<file path="src/design/bfq_pkg.sv">
// ----------------------------------------------------------------------------
// bfq_pkg
// Shared types and constants for the bitmap font glyph quad generator.
// ----------------------------------------------------------------------------
package bfq_pkg;

  localparam int WidthTableDepth = 256;
  localparam int TableIdxW       = (WidthTableDepth > 1) ? $clog2(WidthTableDepth) : 1;

  localparam int CfgIdxW  = 3;
  localparam int CfgDataW = 16;

  localparam logic [CfgIdxW-1:0] RegFirstCode    = 3'd0;
  localparam logic [CfgIdxW-1:0] RegLastCode     = 3'd1;
  localparam logic [CfgIdxW-1:0] RegGlyphsPerRow = 3'd2;
  localparam logic [CfgIdxW-1:0] RegCellWidth    = 3'd3;
  localparam logic [CfgIdxW-1:0] RegCellHeight   = 3'd4;
  localparam logic [CfgIdxW-1:0] RegUStep        = 3'd5;
  localparam logic [CfgIdxW-1:0] RegVStep        = 3'd6;
  localparam logic [CfgIdxW-1:0] RegAlignment    = 3'd7;

  localparam logic [1:0] ActLoadWidth = 2'd0;
  localparam logic [1:0] ActChar      = 2'd1;
  localparam logic [1:0] ActEnd       = 2'd2;

  localparam logic KindVertex = 1'b0;
  localparam logic KindAlign  = 1'b1;

  localparam logic [1:0] AlignNone   = 2'd0;
  localparam logic [1:0] AlignCenter = 2'd1;

  localparam int DivDividendW = 24;
  localparam int DivDivisorW  = 8;
  localparam int DivSteps     = DivDividendW;
  localparam int DivCntW      = $clog2(DivSteps + 1);

  typedef struct packed {
    logic                    start;
    logic [DivDividendW-1:0] dividend;
    logic [DivDivisorW-1:0]  divisor;
  } div_req_t;

  typedef struct packed {
    logic                    done;
    logic [DivDividendW-1:0] quotient;
    logic [DivDivisorW-1:0]  remainder;
  } div_rsp_t;

endpackage

</file>
<file path="src/design/bfq_width_ram.sv">
// ----------------------------------------------------------------------------
// bfq_width_ram
// Simple one-write, one-read RAM with registered read data.
// ----------------------------------------------------------------------------
module bfq_width_ram #(
  parameter int DEPTH = 256,
  parameter int WIDTH = 8,
  parameter int AW    = (DEPTH > 1) ? $clog2(DEPTH) : 1
) (
  input  logic             clk,
  input  logic             we,
  input  logic [AW-1:0]    waddr,
  input  logic [WIDTH-1:0] wdata,
  input  logic             re,
  input  logic [AW-1:0]    raddr,
  output logic [WIDTH-1:0] rdata
);

  logic [WIDTH-1:0] mem [DEPTH];
  logic [WIDTH-1:0] rdata_r;

  always_ff @(posedge clk) begin
    if (we) begin
      mem[waddr] <= wdata;
    end
  end

  always_ff @(posedge clk) begin
    if (re) begin
      rdata_r <= mem[raddr];
    end
  end

  assign rdata = rdata_r;

endmodule

</file>
<file path="src/design/bfq_divider.sv">
// ----------------------------------------------------------------------------
// bfq_divider
// Bit-serial restoring divider, one quotient bit per cycle.
// ----------------------------------------------------------------------------
module bfq_divider (
  input  logic              clk,
  input  logic              rst_n,
  input  bfq_pkg::div_req_t req,
  output bfq_pkg::div_rsp_t rsp
);

  logic [bfq_pkg::DivDividendW-1:0] quo_r, quo_nxt;
  logic [bfq_pkg::DivDivisorW-1:0]  rem_r, rem_nxt;
  logic [bfq_pkg::DivDivisorW-1:0]  dsr_r, dsr_nxt;
  logic [bfq_pkg::DivCntW-1:0]      cnt_r, cnt_nxt;
  logic                             busy_r, busy_nxt;
  logic                             done_r, done_nxt;

  logic [bfq_pkg::DivDivisorW:0] shifted;
  logic [bfq_pkg::DivDivisorW:0] trial;

  assign shifted = {rem_r, quo_r[bfq_pkg::DivDividendW-1]};
  assign trial   = shifted - {1'b0, dsr_r};

  always_comb begin
    quo_nxt  = quo_r;
    rem_nxt  = rem_r;
    dsr_nxt  = dsr_r;
    cnt_nxt  = cnt_r;
    busy_nxt = busy_r;
    done_nxt = 1'b0;
    if (req.start) begin
      quo_nxt  = req.dividend;
      rem_nxt  = '0;
      dsr_nxt  = req.divisor;
      cnt_nxt  = bfq_pkg::DivCntW'(bfq_pkg::DivSteps);
      busy_nxt = 1'b1;
    end else if (busy_r) begin
      if (trial[bfq_pkg::DivDivisorW]) begin
        rem_nxt = shifted[bfq_pkg::DivDivisorW-1:0];
        quo_nxt = {quo_r[bfq_pkg::DivDividendW-2:0], 1'b0};
      end else begin
        rem_nxt = trial[bfq_pkg::DivDivisorW-1:0];
        quo_nxt = {quo_r[bfq_pkg::DivDividendW-2:0], 1'b1};
      end
      cnt_nxt = cnt_r - 1'b1;
      if (cnt_r == bfq_pkg::DivCntW'(1)) begin
        busy_nxt = 1'b0;
        done_nxt = 1'b1;
      end
    end
  end

  always_ff @(posedge clk) begin
    if (!rst_n) begin
      busy_r <= 1'b0;
      done_r <= 1'b0;
      cnt_r  <= '0;
    end else begin
      busy_r <= busy_nxt;
      done_r <= done_nxt;
      cnt_r  <= cnt_nxt;
    end
  end

  always_ff @(posedge clk) begin
    quo_r <= quo_nxt;
    rem_r <= rem_nxt;
    dsr_r <= dsr_nxt;
  end

  assign rsp.done      = done_r;
  assign rsp.quotient  = quo_r;
  assign rsp.remainder = rem_r;

endmodule

</file>
<file path="src/design/bitmap_font_glyph_quad_generator_unit.sv">
// ----------------------------------------------------------------------------
// bitmap_font_glyph_quad_generator_unit
// Turns character codes into six textured vertices per glyph.
// ----------------------------------------------------------------------------
// Width loads, out-of-range characters and unused actions leave the unit idle.
// An end-of-string transaction waits for the output register to be free and
// yields one alignment result. A character in range stalls the input from
// acceptance until its last vertex is issued, later when the sink stalls:
// row/column and the scaled glyph texture width are each found by one shared
// 24-step bit-serial divider, which with its start and handoff states and the
// multiply/add steps comes before the first vertex, followed by six vertex
// transactions that leave through the output register at one per cycle when
// the sink does not stall.
module bitmap_font_glyph_quad_generator_unit (
  input  logic                                clk,
  input  logic                                rst_n,
  input  logic                                cfg_we,
  input  logic [bfq_pkg::CfgIdxW-1:0]         cfg_index,
  input  logic [bfq_pkg::CfgDataW-1:0]        cfg_data,
  input  logic                                in_valid,
  output logic                                in_stall,
  input  logic [1:0]                          in_action,
  input  logic [7:0]                          in_code,
  input  logic [7:0]                          in_width_value,
  output logic                                out_valid,
  input  logic                                out_stall,
  output logic                                out_kind,
  output logic [15:0]                         out_vertex_x,
  output logic [7:0]                          out_vertex_y,
  output logic [15:0]                         out_tex_u,
  output logic [15:0]                         out_tex_v,
  output logic signed [17:0]                  out_offset_x_half,
  output logic signed [9:0]                   out_offset_y_half,
  output logic                                out_last
);

  localparam logic [3:0] StIdle = 4'd0;
  localparam logic [3:0] StD1S  = 4'd1;
  localparam logic [3:0] StD1W  = 4'd2;
  localparam logic [3:0] StMU   = 4'd3;
  localparam logic [3:0] StMV   = 4'd4;
  localparam logic [3:0] StD2S  = 4'd5;
  localparam logic [3:0] StD2W  = 4'd6;
  localparam logic [3:0] StEmit = 4'd7;
  localparam logic [3:0] StEos  = 4'd8;

  function automatic logic [15:0] sat16_24(input logic [23:0] v);
    return (|v[23:16]) ? 16'hFFFF : v[15:0];
  endfunction

  function automatic logic [15:0] sat16_25(input logic [24:0] v);
    return (|v[24:16]) ? 16'hFFFF : v[15:0];
  endfunction

  // configuration
  logic [7:0]  first_code_r, last_code_r, gpr_r, cell_w_r, cell_h_r;
  logic [15:0] u_step_r, v_step_r;
  logic [3:0]  align_r;

  // sequencer and datapath
  logic [3:0]  state_r, state_nxt;
  logic [2:0]  vtx_r, vtx_nxt;
  logic [15:0] pen_r, pen_nxt;
  logic [7:0]  n_r, n_nxt;
  logic        tab_ok_r, tab_ok_nxt;
  logic [7:0]  w_r, w_nxt;
  logic [7:0]  row_r, row_nxt;
  logic [7:0]  col_r, col_nxt;
  logic [15:0] u0_r, u0_nxt, u1_r, u1_nxt;
  logic [15:0] v0_r, v0_nxt, v1_r, v1_nxt;
  logic [15:0] x1_r, x1_nxt;

  // output register
  logic        out_valid_r, out_valid_nxt;
  logic        out_kind_r, out_kind_nxt;
  logic [15:0] out_x_r, out_x_nxt;
  logic [7:0]  out_y_r, out_y_nxt;
  logic [15:0] out_u_r, out_u_nxt;
  logic [15:0] out_v_r, out_v_nxt;
  logic [17:0] out_ox_r, out_ox_nxt;
  logic [9:0]  out_oy_r, out_oy_nxt;
  logic        out_last_r, out_last_nxt;

  logic        in_accept;
  logic        out_free;
  logic        code_in_range;
  logic        code_in_table;
  logic [7:0]  gpr_eff, cw_eff;
  logic [15:0] mul_a;
  logic [7:0]  mul_b;
  logic [23:0] mul_p;
  logic        ram_we, ram_re;
  logic [7:0]  ram_rdata;
  logic [17:0] mx;
  logic [9:0]  my;
  logic        use_x1, top_row;

  bfq_pkg::div_req_t div_req;
  bfq_pkg::div_rsp_t div_rsp;

  assign in_stall  = (state_r != StIdle);
  assign in_accept = in_valid && !in_stall;
  assign out_free  = !out_valid_r || !out_stall;

  assign code_in_range = (in_code >= first_code_r) && (in_code <= last_code_r);
  assign code_in_table = ({1'b0, in_code} < 9'(bfq_pkg::WidthTableDepth));
  assign gpr_eff       = (gpr_r == 8'd0) ? 8'd1 : gpr_r;
  assign cw_eff        = (cell_w_r == 8'd0) ? 8'd1 : cell_w_r;

  assign ram_we = in_accept && (in_action == bfq_pkg::ActLoadWidth) && code_in_table;
  assign ram_re = in_accept && (in_action == bfq_pkg::ActChar);

  bfq_width_ram #(
    .DEPTH(bfq_pkg::WidthTableDepth),
    .WIDTH(8)
  ) u_width_ram (
    .clk  (clk),
    .we   (ram_we),
    .waddr(in_code[bfq_pkg::TableIdxW-1:0]),
    .wdata(in_width_value),
    .re   (ram_re),
    .raddr(in_code[bfq_pkg::TableIdxW-1:0]),
    .rdata(ram_rdata)
  );

  bfq_divider u_div (
    .clk  (clk),
    .rst_n(rst_n),
    .req  (div_req),
    .rsp  (div_rsp)
  );

  // shared multiplier
  always_comb begin
    case (state_r)
      StMU: begin
        mul_a = u_step_r;
        mul_b = col_r;
      end
      StMV: begin
        mul_a = v_step_r;
        mul_b = row_r;
      end
      StD2S: begin
        mul_a = u_step_r;
        mul_b = w_r;
      end
      default: begin
        mul_a = '0;
        mul_b = '0;
      end
    endcase
  end
  assign mul_p = {8'b0, mul_a} * {16'b0, mul_b};

  always_comb begin
    div_req.start    = 1'b0;
    div_req.dividend = {16'b0, n_r};
    div_req.divisor  = gpr_eff;
    if (state_r == StD1S) begin
      div_req.start = 1'b1;
    end else if (state_r == StD2S) begin
      div_req.start    = 1'b1;
      div_req.dividend = mul_p;
      div_req.divisor  = cw_eff;
    end
  end

  always_comb begin
    case (align_r[1:0])
      bfq_pkg::AlignNone:   mx = '0;
      bfq_pkg::AlignCenter: mx = {2'b0, pen_r};
      default:              mx = {1'b0, pen_r, 1'b0};
    endcase
    case (align_r[3:2])
      bfq_pkg::AlignNone:   my = '0;
      bfq_pkg::AlignCenter: my = {2'b0, cell_h_r};
      default:              my = {1'b0, cell_h_r, 1'b0};
    endcase
  end

  assign use_x1  = (vtx_r == 3'd2) || (vtx_r == 3'd3) || (vtx_r == 3'd4);
  assign top_row = vtx_r[0];

  always_comb begin
    state_nxt     = state_r;
    vtx_nxt       = vtx_r;
    pen_nxt       = pen_r;
    n_nxt         = n_r;
    tab_ok_nxt    = tab_ok_r;
    w_nxt         = w_r;
    row_nxt       = row_r;
    col_nxt       = col_r;
    u0_nxt        = u0_r;
    u1_nxt        = u1_r;
    v0_nxt        = v0_r;
    v1_nxt        = v1_r;
    x1_nxt        = x1_r;
    out_valid_nxt = out_valid_r && out_stall;
    out_kind_nxt  = out_kind_r;
    out_x_nxt     = out_x_r;
    out_y_nxt     = out_y_r;
    out_u_nxt     = out_u_r;
    out_v_nxt     = out_v_r;
    out_ox_nxt    = out_ox_r;
    out_oy_nxt    = out_oy_r;
    out_last_nxt  = out_last_r;
    case (state_r)
      StIdle: begin
        if (in_accept) begin
          if ((in_action == bfq_pkg::ActChar) && code_in_range) begin
            n_nxt      = in_code - first_code_r;
            tab_ok_nxt = code_in_table;
            state_nxt  = StD1S;
          end else if (in_action == bfq_pkg::ActEnd) begin
            state_nxt = StEos;
          end
        end
      end
      StD1S: begin
        w_nxt     = tab_ok_r ? ram_rdata : 8'd0;
        state_nxt = StD1W;
      end
      StD1W: begin
        if (div_rsp.done) begin
          row_nxt   = div_rsp.quotient[7:0];
          col_nxt   = div_rsp.remainder;
          state_nxt = StMU;
        end
      end
      StMU: begin
        u0_nxt    = sat16_24(mul_p);
        x1_nxt    = sat16_25({9'b0, pen_r} + {17'b0, w_r});
        state_nxt = StMV;
      end
      StMV: begin
        v0_nxt    = sat16_24(mul_p);
        state_nxt = StD2S;
      end
      StD2S: begin
        v1_nxt    = sat16_25({9'b0, v0_r} + {9'b0, v_step_r});
        state_nxt = StD2W;
      end
      StD2W: begin
        if (div_rsp.done) begin
          u1_nxt    = sat16_25({9'b0, u0_r} + {1'b0, div_rsp.quotient});
          vtx_nxt   = '0;
          state_nxt = StEmit;
        end
      end
      StEmit: begin
        if (out_free) begin
          out_valid_nxt = 1'b1;
          out_kind_nxt  = bfq_pkg::KindVertex;
          out_x_nxt     = use_x1 ? x1_r : pen_r;
          out_y_nxt     = top_row ? cell_h_r : 8'd0;
          out_u_nxt     = use_x1 ? u1_r : u0_r;
          out_v_nxt     = top_row ? v0_r : v1_r;
          out_ox_nxt    = '0;
          out_oy_nxt    = '0;
          out_last_nxt  = (vtx_r == 3'd5);
          vtx_nxt       = vtx_r + 3'd1;
          if (vtx_r == 3'd5) begin
            pen_nxt   = x1_r;
            state_nxt = StIdle;
          end
        end
      end
      StEos: begin
        if (out_free) begin
          out_valid_nxt = 1'b1;
          out_kind_nxt  = bfq_pkg::KindAlign;
          out_x_nxt     = '0;
          out_y_nxt     = '0;
          out_u_nxt     = '0;
          out_v_nxt     = '0;
          out_ox_nxt    = 18'd0 - mx;
          out_oy_nxt    = 10'd0 - my;
          out_last_nxt  = 1'b1;
          pen_nxt       = '0;
          state_nxt     = StIdle;
        end
      end
      default: begin
        state_nxt = StIdle;
      end
    endcase
  end

  always_ff @(posedge clk) begin
    if (!rst_n) begin
      first_code_r <= 8'd32;
      last_code_r  <= 8'd127;
      gpr_r        <= 8'd16;
      cell_w_r     <= 8'd16;
      cell_h_r     <= 8'd16;
      u_step_r     <= 16'd4096;
      v_step_r     <= 16'd4096;
      align_r      <= 4'd0;
    end else if (cfg_we) begin
      case (cfg_index)
        bfq_pkg::RegFirstCode:    first_code_r <= cfg_data[7:0];
        bfq_pkg::RegLastCode:     last_code_r  <= cfg_data[7:0];
        bfq_pkg::RegGlyphsPerRow: gpr_r        <= cfg_data[7:0];
        bfq_pkg::RegCellWidth:    cell_w_r     <= cfg_data[7:0];
        bfq_pkg::RegCellHeight:   cell_h_r     <= cfg_data[7:0];
        bfq_pkg::RegUStep:        u_step_r     <= cfg_data;
        bfq_pkg::RegVStep:        v_step_r     <= cfg_data;
        bfq_pkg::RegAlignment:    align_r      <= cfg_data[3:0];
        default: begin
        end
      endcase
    end
  end

  always_ff @(posedge clk) begin
    if (!rst_n) begin
      state_r     <= StIdle;
      vtx_r       <= '0;
      pen_r       <= '0;
      out_valid_r <= 1'b0;
    end else begin
      state_r     <= state_nxt;
      vtx_r       <= vtx_nxt;
      pen_r       <= pen_nxt;
      out_valid_r <= out_valid_nxt;
    end
  end

  always_ff @(posedge clk) begin
    n_r        <= n_nxt;
    tab_ok_r   <= tab_ok_nxt;
    w_r        <= w_nxt;
    row_r      <= row_nxt;
    col_r      <= col_nxt;
    u0_r       <= u0_nxt;
    u1_r       <= u1_nxt;
    v0_r       <= v0_nxt;
    v1_r       <= v1_nxt;
    x1_r       <= x1_nxt;
    out_kind_r <= out_kind_nxt;
    out_x_r    <= out_x_nxt;
    out_y_r    <= out_y_nxt;
    out_u_r    <= out_u_nxt;
    out_v_r    <= out_v_nxt;
    out_ox_r   <= out_ox_nxt;
    out_oy_r   <= out_oy_nxt;
    out_last_r <= out_last_nxt;
  end

  assign out_valid         = out_valid_r;
  assign out_kind          = out_kind_r;
  assign out_vertex_x      = out_x_r;
  assign out_vertex_y      = out_y_r;
  assign out_tex_u         = out_u_r;
  assign out_tex_v         = out_v_r;
  assign out_offset_x_half = out_ox_r;
  assign out_offset_y_half = out_oy_r;
  assign out_last          = out_last_r;

endmodule

</file>
<file path="config.mk">
export PLATFORM = sky130hd
export DESIGN_NAME = bitmap_font_glyph_quad_generator_unit
export DESIGN_NICKNAME = d
export VERILOG_FILES = /design/src/design/bfq_pkg.sv /design/src/design/bfq_width_ram.sv /design/src/design/bfq_divider.sv /design/src/design/bitmap_font_glyph_quad_generator_unit.sv
export SDC_FILE = /design/constraint.sdc
export NUM_CORES = 2
export LEC_CHECK = 0
export ABC_AREA = 1
export BUFFER_PORTS_ARGS = -buffer_cell sky130_fd_sc_hd__buf_2
export CORE_ASPECT_RATIO = 1.2
export CORE_MARGIN = 4
export CORE_UTILIZATION = 45
export CTS_CLUSTER_DIAMETER = 150
export DETAILED_ROUTE_END_ITERATION = 16
export PLACE_DENSITY_LB_ADDON = 0.05
export SYNTH_ARGS = -nofsm -noshare
export SYNTH_HDL_FRONTEND = slang
export SYNTH_SLANG_ARGS = --single-unit
</file>
<file path="constraint.sdc">
create_clock -name clk -period 6.9 [get_ports clk]
set_clock_uncertainty 0.05 [all_clocks]
set_input_delay 0.345 -clock clk [delete_from_list [all_inputs] [get_ports clk]]
set_output_delay 0.345 -clock clk [all_outputs]
set_load 0.005 [all_outputs]
</file>
==> metrics <==
worst-case vdd ir drop=313 uV; Worst Setup SP=state_r[2]$_SDFFE_PN0P_; hold_ws=103 ps; Core ar.=231000 um^2; Slew @ Worst Pin=1250 ps; Leak Pwr=45.5 nW; largest net degree at the start of global routing=173; area delta synth->final=11.5%; die area=240000 um^2; vias in the first global route=70086; layout cell share with drive strength beyond 1=6.56%; Worst Hold Class=input pin to register; Arrival @ worst endpoint=6850 ps; crit end category=register; RSZ-0062 raised after global routing=false; antenna viol nets, final=0; DRT Pass-1 Iters=5; Post-Synthesis Cells=9871; clk buf depth=4; Vias/cell=5.37; HP Start=rst_n; Hold Fails Final Rpt=0; 1st-iter DRT viols=5903; CTS sink count=2401; commonest non-fill, non-tap cell in the layout=nand2_1; vias post-DR=70867; fin crit period=6340 ps; Slew Limit Headroom=16.6%; grt total ovfl=0; drt drc=0; post-synth cell types=50; Top FF cell, synth=edfxtp_1; total CTS buffers=244; layout net count=10224; initial antenna violation count=7; yosys synthesis warning count=0; Seq/Total Area, Yosys=68.0%; Routed WL=325000 um; Clock Latency Late Sink=880 ps; Initial Utilization=45.3%; WS Path Type=register to register; asr flop ratio synth=0%; Fillers=20786; Req. time, crit path=7410 ps; fin crit share=91.8%; Final TNS setup=0 ps; post-synthesis net count=10119; total track usage=26.8%; global-route wire length before repair=477000 um; Cell Area, Synth=104000 um^2; wire per inst=24.6 um; DP HPWL=199000 um; crit path launch type=register; GPL Wtd Cong=0.882; status=complete, no violations; die width=448 um; TritonCTS clock tree=yes; CTS root buffer=clkbuf_16; Pins Over Slew Limit=0; Port-buffer cells=129; Synth Register Bits=2401; Setup Viol. Count Final=0; maxcap violations=0; pwr dens=283 nW/um^2; IO Count=130; worst r2r src=state_r[2]$_SDFFE_PN0P_; fmax=158 MHz; most frequent cells in the layout=4209 x nand2_1, 2286 x edfxtp_1, 709 x nor2_1; Post-synth EDFFs=2286; clock-pin slew on the worst setup and hold paths=70 ps; CTS HTree Levels=4; post-CTS setup buffers=0; syn avg cell area=10.6 um^2; chip height=536 um; FP Rows=193; Max FO, Critical Path=16
-- worst max-delay path: stages (launching register included) --
cell and delay, ps:
dfxtp_1 380, inv_1 80, nor2_1 170, inv_1 130
nor2_2 340, nor2_1 120, inv_2 260, a32o_1 460
nand2_1 140, fa_1 490, fa_1 500, inv_1 60
fa_1 490, inv_1 50, fa_1 490, inv_1 50
ha_1 340, nand2_1 90, nand2_1 60, o21bai_1 160
or2_1 250, nand2_1 90, nand3b_1 70, nand2_1 120
nand2_1 80, nor2_2 100, buf_4 220, nand3_1 140
-- report_power, final --
part           total (mW)  switching [mW]  leakage, nW  internal [mW]
Sequential           16.6           0.264         21.5           16.4
Combinational        3.38            2.49         20.3          0.891
Clock                12.9            5.64         3.73           7.29
-- synthesized netlist by cell type (all sizes together) (28+ instances only) --
cell type	number	area, um^2
nand2	4229	15900
edfxtp	2286	68600
nor2	726	2760
inv	527	1980
o21ai	340	1700
nand3	319	1600
a21oi	262	1310
buf	258	1300
clkbuf	177	664
nand4	136	851
ha	117	1460
dfxtp	115	2300
fa	89	1780
a22oi	64	480
o22ai	30	188
xnor2	28	245
-- layout make-up --
cell class	instances	area [um^2]	area share, %
multi-input cells	6505	29600	25.5
repair buffers	294	2370	2.03
clock inverters	135	1190	1.03
well taps	3022	3780	3.25
inverters	530	2020	1.74
clock buffers	308	6420	5.51
diodes	7	17.5	0.0151
flip-flops and latches	2401	70900	61.0
-- sequential cells by signal, summed over array words and instances, names as in the netlist, 16 cells and up --
signal,count
out_tex_v,16
v1_r,16
out_tex_u,16
v0_r,16
out_offset_x_half,18
v_step_r,16
u_width_ram.mem,2048
out_vertex_x,16
pen_r,16
x1_r,16
u_div.quo_r,24
u1_r,16
u_step_r,16
u0_r,16
-- metrics by stage --
| step | util, % | instances | area [um^2] | total power [mW] | worst slack [ps] |
|---|---|---|---|---|---|
| CTS | 50.4 | 13195 | 116000 | 33.2 | 378 |
| global route | 50.5 | 13196 | 116000 | 34.1 | 4.10 |
| floorplan | - | 9871 | 104000 | 18.8 | 603 |
| detailed placement | 47.0 | 12719 | 108000 | 20.3 | 428 |
| global placement | 47.0 | 12719 | 108000 | 20.3 | 498 |
| finish | 50.5 | 13202 | 116000 | 32.9 | 565 |
-- path summary, 6_finish.rpt --
check        cells past startpoint                        to  slack, ps
max reg2reg                     27        v0_r[10]$_DFFE_PN_        560
max                             27        v0_r[10]$_DFFE_PN_        560
min                              3  cell_w_r[4]$_SDFFE_PN1P_        100
min reg2reg                      0          w_r[7]$_DFFE_PP_        390
-- logic make-up after synthesis --
group,count (synthesis),share of synthesized area (%)
compound gates,792,4.24
xor+xnor,49,0.411
fa+ha+maj,206,3.11
buf+inv,965,3.79
flops,2401,68.0
simple gates,5458,20.5
-- layer usage --
layer | track usage [%] | share of wire [%] | vias to the layer above
li1 | - | - | 33277
met1 | 34.5 | 41 | 34964
met2 | 46.3 | 50 | 2083
met3 | 3.22 | 5.4 | 539
met4 | 10.9 | 4.4 | 4
met5 | 0 | 0.0059 | -
-- repair_timing --
action,in CTS,in global routing
hold endpoints to repair,532,0
endpoints found under the setup margin,0,32
gates resized for setup,0,17
hold buffers,33,0
Note: power is estimated with default switching activity, not from simulation.
